### config.mk
export PLATFORM = sky130hd
export DESIGN_NAME = rangefinder_frame_receiver
export DESIGN_NICKNAME = d
export VERILOG_FILES = /design/src/rtl/rff_pkg.sv /design/src/rtl/rff_cfg_regs.sv /design/src/rtl/rff_parser.sv /design/src/rtl/rff_out_stage.sv /design/src/rtl/rangefinder_frame_receiver.sv
export SDC_FILE = /design/constraint.sdc
export NUM_CORES = 1
export LEC_CHECK = 0
export BUFFER_PORTS_ARGS = -buffer_cell sky130_fd_sc_hd__buf_2
export CAP_MARGIN = 30
export CORE_MARGIN = 3
export CORE_UTILIZATION = 35
export DETAILED_ROUTE_END_ITERATION = 16
export GPL_TIMING_DRIVEN = 0
export HOLD_SLACK_MARGIN = 0.06
export PLACE_DENSITY = 0.59
export SLEW_MARGIN = 20
export SYNTH_ARGS = -nofsm -noshare
export SYNTH_HDL_FRONTEND = slang
export SYNTH_SLANG_ARGS = --single-unit
### constraint.sdc
create_clock -name clk -period 4.65 [get_ports clk]
set_input_delay 1.1625 -clock clk [delete_from_list [all_inputs] [get_ports clk]]
set_output_delay 1.1625 -clock clk [all_outputs]
set_load 0.005 [all_outputs]
### src/rtl/rff_pkg.sv
// shared types and constants for the rangefinder frame receiver
`default_nettype none

package rff_pkg;

	// frame layout
	localparam int FRAME_LEN_DEF = 8;
	localparam int CNT_W         = 5;
	localparam int STATUS_IDX    = 2;
	localparam int DIST_FIRST    = 3;
	localparam int DIST_LAST     = 6;

	// register defaults and map
	localparam logic [7:0] FIRST_HEADER_RST  = 8'hb4;
	localparam logic [7:0] SECOND_HEADER_RST = 8'h69;
	localparam int         PADDR_W           = 3;
	localparam logic       REG_FIRST_HEADER  = 1'b0;
	localparam logic       REG_SECOND_HEADER = 1'b1;

	// hunt phase of the frame parser
	typedef enum logic [1:0] {
		PH_FIRST  = 2'd0,
		PH_SECOND = 2'd1,
		PH_BODY   = 2'd2
	} phase_t;

	// header values from the register block
	typedef struct packed {
		logic [7:0] first_header;
		logic [7:0] second_header;
	} rff_cfg_t;

	// one checked frame, valid for a single cycle
	typedef struct packed {
		logic        valid;
		logic [31:0] distance_value;
		logic        fault_flag;
	} rff_result_t;

endpackage

`default_nettype wire

### src/rtl/rff_cfg_regs.sv
// header value registers behind the apb port
`default_nettype none

module rff_cfg_regs (
	input  wire logic                        clk,
	input  wire logic                        arst_n,
	input  wire logic                        psel,
	input  wire logic                        penable,
	input  wire logic                        pwrite,
	input  wire logic [rff_pkg::PADDR_W-1:0] paddr,
	input  wire logic [31:0]                 pwdata,
	output logic      [31:0]                 prdata,
	output logic                             pready,
	output rff_pkg::rff_cfg_t                cfg
);
	import rff_pkg::*;

	logic [7:0] first_header_q;
	logic [7:0] second_header_q;
	logic       wr_en;
	logic       reg_sel;

	assign pready  = 1'b1;
	assign wr_en   = psel & penable & pwrite & pready;
	assign reg_sel = paddr[2];

	// register writes on the access phase
	always_ff @(posedge clk or negedge arst_n) begin
		if (!arst_n) begin
			first_header_q  <= FIRST_HEADER_RST;
			second_header_q <= SECOND_HEADER_RST;
		end else if (wr_en) begin
			unique case (reg_sel)
				REG_FIRST_HEADER:  first_header_q  <= pwdata[7:0];
				REG_SECOND_HEADER: second_header_q <= pwdata[7:0];
				default:           ;
			endcase
		end
	end

	// read back
	always_comb begin
		unique case (reg_sel)
			REG_FIRST_HEADER:  prdata = {24'd0, first_header_q};
			REG_SECOND_HEADER: prdata = {24'd0, second_header_q};
			default:           prdata = 32'd0;
		endcase
	end

	assign cfg.first_header  = first_header_q;
	assign cfg.second_header = second_header_q;

endmodule

`default_nettype wire

### src/rtl/rff_parser.sv
// header hunt, body capture and xor check of one frame
`default_nettype none

module rff_parser #(
	parameter int FRAME_LEN = rff_pkg::FRAME_LEN_DEF
) (
	input  wire logic                 clk,
	input  wire logic                 arst_n,
	input  wire logic                 byte_en,
	input  wire logic [7:0]           rx_byte,
	input  wire rff_pkg::rff_cfg_t    cfg,
	output rff_pkg::rff_result_t      result
);
	import rff_pkg::*;

	localparam logic [CNT_W-1:0] CheckIdx  = CNT_W'(FRAME_LEN - 1);
	localparam logic [CNT_W-1:0] StatusIdx = CNT_W'(STATUS_IDX);
	localparam logic [CNT_W-1:0] DistFirst = CNT_W'(DIST_FIRST);
	localparam logic [CNT_W-1:0] DistLast  = CNT_W'(DIST_LAST);

	phase_t            phase_q, phase_d;
	logic [CNT_W-1:0]  cnt_q, cnt_d;
	logic [7:0]        xor_q, xor_d;
	logic              fault_q, fault_d;
	logic [31:0]       dist_q, dist_d;
	logic              in_body;
	logic              check_ok;

	assign in_body  = (cnt_q < CheckIdx);
	assign check_ok = (rx_byte == xor_q);

	// next phase
	always_comb begin
		phase_d = phase_q;
		if (byte_en) begin
			unique case (phase_q)
				PH_FIRST:  phase_d = (rx_byte == cfg.first_header) ? PH_SECOND : PH_FIRST;
				PH_SECOND: phase_d = (rx_byte == cfg.second_header) ? PH_BODY : PH_FIRST;
				PH_BODY:   phase_d = in_body ? PH_BODY : PH_FIRST;
				default:   phase_d = (rx_byte == cfg.first_header) ? PH_SECOND : PH_FIRST;
			endcase
		end
	end

	// count, xor, captured fields and result
	always_comb begin
		cnt_d          = cnt_q;
		xor_d          = xor_q;
		fault_d        = fault_q;
		dist_d         = dist_q;
		result.valid   = 1'b0;
		result.distance_value = dist_q;
		result.fault_flag     = fault_q;
		if (byte_en) begin
			unique case (phase_q)
				PH_SECOND: begin
					if (rx_byte == cfg.second_header) begin
						cnt_d = CNT_W'(2);
						xor_d = xor_q ^ rx_byte;
					end else begin
						cnt_d = '0;
						xor_d = '0;
					end
				end
				PH_BODY: begin
					if (in_body) begin
						if (cnt_q == StatusIdx) begin
							fault_d = rx_byte[7];
						end else if (cnt_q >= DistFirst && cnt_q <= DistLast) begin
							dist_d = {dist_q[23:0], rx_byte};
						end
						xor_d = xor_q ^ rx_byte;
						cnt_d = cnt_q + CNT_W'(1);
					end else begin
						result.valid = check_ok;
						cnt_d        = '0;
						xor_d        = '0;
					end
				end
				default: begin
					if (rx_byte == cfg.first_header) begin
						cnt_d   = CNT_W'(1);
						xor_d   = rx_byte;
						fault_d = 1'b0;
						dist_d  = '0;
					end else begin
						cnt_d = '0;
						xor_d = '0;
					end
				end
			endcase
		end
	end

	// control state
	always_ff @(posedge clk or negedge arst_n) begin
		if (!arst_n) begin
			phase_q <= PH_FIRST;
			cnt_q   <= '0;
			xor_q   <= '0;
		end else begin
			phase_q <= phase_d;
			cnt_q   <= cnt_d;
			xor_q   <= xor_d;
		end
	end

	// captured frame fields
	always_ff @(posedge clk) begin
		fault_q <= fault_d;
		dist_q  <= dist_d;
	end

endmodule

`default_nettype wire

### src/rtl/rff_out_stage.sv
// result register in front of the master-side stream
`default_nettype none

module rff_out_stage (
	input  wire logic                 clk,
	input  wire logic                 arst_n,
	input  wire rff_pkg::rff_result_t result,
	output logic                      m_tvalid,
	input  wire logic                 m_tready,
	output logic [31:0]               m_tdata,
	output logic                      m_tuser,
	output logic                      slot_free
);
	import rff_pkg::*;

	logic        valid_q;
	logic [31:0] dist_q;
	logic        fault_q;

	assign slot_free = ~valid_q | m_tready;

	// valid flag: set by a new result, cleared by a transfer
	always_ff @(posedge clk or negedge arst_n) begin
		if (!arst_n) begin
			valid_q <= 1'b0;
		end else begin
			valid_q <= result.valid | (valid_q & ~m_tready);
		end
	end

	// payload
	always_ff @(posedge clk) begin
		if (result.valid) begin
			dist_q  <= result.distance_value;
			fault_q <= result.fault_flag;
		end
	end

	assign m_tvalid = valid_q;
	assign m_tdata  = dist_q;
	assign m_tuser  = fault_q;

endmodule

`default_nettype wire

### src/rtl/rangefinder_frame_receiver.sv
// top level of the rangefinder frame receiver
`default_nettype none

// Takes one serial byte per transfer on the slave side and accepts a byte in
// every cycle while the result register is empty or being emptied. Each byte
// is handled by the frame parser; a frame that passes its xor check produces
// one result on the master side in the cycle after its check byte, and the
// sustained rate is one byte per cycle, limited only by back-pressure on the
// result register. Header values are set through the apb port: first header
// at address 0, second at address 4 (bit 2 of paddr selects the register).

module rangefinder_frame_receiver #(
	parameter int FRAME_LEN = rff_pkg::FRAME_LEN_DEF
) (
	input  wire logic                        clk,
	input  wire logic                        arst_n,
	// byte input
	input  wire logic                        s_tvalid,
	output logic                             s_tready,
	input  wire logic [7:0]                  s_tdata,   // [7:0] rx_byte
	// result output
	output logic                             m_tvalid,
	input  wire logic                        m_tready,
	output logic [31:0]                      m_tdata,   // [31:0] distance_value
	output logic                             m_tuser,   // [0] fault_flag
	// configuration
	input  wire logic                        psel,
	input  wire logic                        penable,
	input  wire logic                        pwrite,
	input  wire logic [rff_pkg::PADDR_W-1:0] paddr,
	input  wire logic [31:0]                 pwdata,
	output logic      [31:0]                 prdata,
	output logic                             pready
);
	import rff_pkg::*;

	rff_cfg_t    cfg;
	rff_result_t result;
	logic        slot_free;
	logic        byte_en;

	// a byte moves when the result register can take what it may produce
	assign s_tready = slot_free;
	assign byte_en  = s_tvalid & s_tready;

	rff_cfg_regs u_cfg (
		.clk     (clk),
		.arst_n  (arst_n),
		.psel    (psel),
		.penable (penable),
		.pwrite  (pwrite),
		.paddr   (paddr),
		.pwdata  (pwdata),
		.prdata  (prdata),
		.pready  (pready),
		.cfg     (cfg)
	);

	rff_parser #(
		.FRAME_LEN (FRAME_LEN)
	) u_parser (
		.clk     (clk),
		.arst_n  (arst_n),
		.byte_en (byte_en),
		.rx_byte (s_tdata),
		.cfg     (cfg),
		.result  (result)
	);

	rff_out_stage u_out (
		.clk       (clk),
		.arst_n    (arst_n),
		.result    (result),
		.m_tvalid  (m_tvalid),
		.m_tready  (m_tready),
		.m_tdata   (m_tdata),
		.m_tuser   (m_tuser),
		.slot_free (slot_free)
	);

endmodule

`default_nettype wire

==> results by group <==
Pwr
  • PD cells: 366 nW/um2
  • Lkg Pwr: 2.13 nW
  • Maximum vdd drop: 0.000192 V

Setup path
  • Endpoint type of the worst setup path: flip-flop
  • Critical path class: input port to flip-flop
  • Worst-path cell chain: buf_2 > xor2_1 > nor4_1 > nand3_1 > a211oi_4 > buf_6 > buf_8
  • Required @ worst endpoint: 4.70 ns
  • Crit start category: input port
  • Critical-path top delay cell: nor4_1
  • CP bufs+invs: 3
  • Top Family by Delay on Critical Path: simple AND/OR/NAND/NOR gates
  • Crit path max fanout: 14
  • Critical Path AT: 3.35 ns
  • CP peak stage delay: 0.61 ns

STA
  • Max Transition Viols Final: 0
  • Final Hold Viols: 0
  • Final worst path period share: 70.9%
  • Rel. slew slack: 50.8%
  • Slew of the pin with the lowest slew margin: 0.738 ns
  • Final WS setup: 1.35 ns
  • Post-Route Setup TNS: 0 ns
  • Final-report setup violation count: 0
  • Tmin final: 3.30 ns
  • Fmax: 303 MHz
  • Worst Clk Skew: 0.00437 ns
  • RSZ-0062 raised after global routing: false

Yosys
  • Cell Area, Synth: 4290 um2
  • Syn Inst Count: 300
  • Synth warn: 0
  • Post-synth top area share: 46.2%
  • Synth unique cells: 40
  • Synth top area cells: edfxtp_1, dfrtp_1, mux2_2, and2_1, dfstp_2
  • Flops & latches, synth: 98
  • Syn_area_per_cell: 14.3 um2
  • Area leader, netlist: edfxtp_1
  • Post-synthesis sequential area ratio: 65.1%

Final layout
  • Area grow syn2layout: 21.8%
  • ANT cells: 0
  • Fin util: 44.6%
  • Commonest non-fill, non-tap cell in the layout: edfxtp_1
  • Layout Nets: 450
  • Share of cells above drive strength 1: 36.9%
  • Finished Cell Area: 5230 um2
  • Commonest non-fill, non-tap cells in the layout: edfxtp_1, buf_2, and2_1
  • Fill cells: 1081

Routing
  • WL/cell: 14.3 um
  • DRC: 0
  • Vias: 2518
  • Vias per inst: 4.63
  • DR iter-0 viols: 156
  • Total Wirelength: 7760 um
  • DRT antenna net count: 0
  • Initial DRT Pass Iterations: 4

Placed design
  • Placed cell area: 4920 um2
  • IO Port Bufs: 57
  • Placer congestion estimate: 0.808
  • Detailed Place HPWL: 5570 um
  • Pre-CTS setup slack: 0.971 ns

GRT
  • Initial antenna violation count: 0
  • Gr usage total: 12.0%
  • First-pass GRT wire length: 12500 um
  • Largest net degree at the start of global routing: 33
  • Grt ovf: 0
  • Vias in the first global route: 2468

Floorplanning
  • Top Ports: 118
  • Initial Util: 36.6%
  • Die Wd: 117 um
  • Core Region: 11700 um2
  • Row Count: 39
  • Die H: 117 um
  • Die area: 13600 um2

Clock network
  • # Post-CTS Setup Buffers: 0
  • Clock latency on the worst-skew pair: 0.34 ns
  • CTS Buf Count: 9
  • CTS tree: done
  • Root buffer cell: clkbuf_16
  • Hold-fix buffers at CTS: 0
  • CTS Sinks: 98
  • H-tree levels: 3
  • Clock buffer depth: 2
  • Clock Pin Slew Worst Setup and Hold Paths: 0.07 ns
  • PostCTS Resize Cnt: 0

Worst hold path
  • Worst min path class: flip-flop to flip-flop

Run
  • Max-Cap Viols: 0

Run status
  • Status: finished, final reports clean
## cells by family after synthesis
| group | share of synthesized area (%) |
|---|---|
| AO/OA/AOI/OAI | 6.88 |
| XOR/XNOR | 4.90 |
| flip-flops | 65.1 |
| AND/OR/NAND/NOR | 8.78 |
| adder cells (fa/ha/maj) | 1.17 |
| buffers and inverters | 6.45 |
| multiplexers | 6.53 |
| other | 0.175 |
## power breakdown
part	internal, mW	leakage (nW)	total [mW]	switching (mW)
clock	0.425	0.142	0.748	0.323
combinational	0.0936	0.978	0.170	0.0767
sequential	0.968	1.01	0.997	0.0293
## routing by layer
metal	global-route usage, %	wire length [um]
met2	19.4	3680
met1	15.5	3530
met5	0	0
met3	3.63	459
met4	3.90	96
## synthesized netlist by cell type
cell type and instances:
a211oi_1 2, a211oi_2 1, a21boi_0 1, a21o_1 2
a21oi_1 2, a22o_1 8, a311oi_1 1, a311oi_2 1
a31oi_2 1, a32oi_1 1, and2_1 35, and4_1 1
buf_2 8, buf_4 25, buf_6 1, clkbuf_1 6
conb_1 2, dfrtp_1 24, dfstp_2 8, edfxtp_1 66
ha_1 4, inv_1 4, mux2_2 24, mux2i_1 1
nand2_1 5, nand2b_1 1, nand3_1 3, nand3b_1 1
nand4_1 4, nand4b_1 1, nor2_1 3, nor3_1 4
nor3b_1 2, nor4_1 2, o21ai_0 4, o21ai_1 8
o31ai_1 8, or3b_1 1, xnor2_1 11, xor2_1 13
## metrics by stage
step           cells  hold slack [ns]  power (mW)
5_1_grt          544            0.434        2.00
3_3_place_gp     523            0.401        1.18
3_5_place_dp     528            0.406        1.19
4_1_cts          544            0.422        1.94
6_report         544            0.422        1.92
2_1_floorplan    323            0.400        1.13
## registers in the layout, indices dropped and copies added, names as in the netlist
register	flops
u_parser.dist_q	32
u_out.m_tuser	1
u_parser.xor_q	8
u_out.m_tdata	32
u_parser.fault_q	1
u_parser.phase_q	2
u_cfg.second_header_q	8
u_parser.cnt_q	5
u_cfg.first_header_q	8
u_out.m_tvalid	1
## final cells by class
cell class / instances / area (um2) / area share, %
tap: 143 / 179 / 3.42
clock buffer: 10 / 229 / 4.38
clock inverter: 6 / 73.8 / 1.41
buffer: 40 / 262 / 5.00
sequential: 98 / 2790 / 53.4
timing repair buffer: 62 / 342 / 6.54
multi-input combinational: 181 / 1330 / 25.5
inverter: 4 / 15.0 / 0.287
## final timing paths
path	end	slack [ns]	cells past startpoint	start
worst max-delay path	u_parser.dist_q[17]	1.35	7	s_tdata[0]
worst max register to register	u_parser.dist_q[17]	1.90	6	u_cfg.first_header_q[2]
worst min-delay path	u_out.m_tdata[30]	0.42	0	u_parser.dist_q[30]
worst min register to register	u_out.m_tdata[30]	0.42	0	u_parser.dist_q[30]
max in group asynchronous	u_cfg.first_header_q[0]	3.29	1	arst_n
min in group asynchronous	u_parser.cnt_q[3]	0.88	1	arst_n
Note: power is estimated with default switching activity, not from simulation.
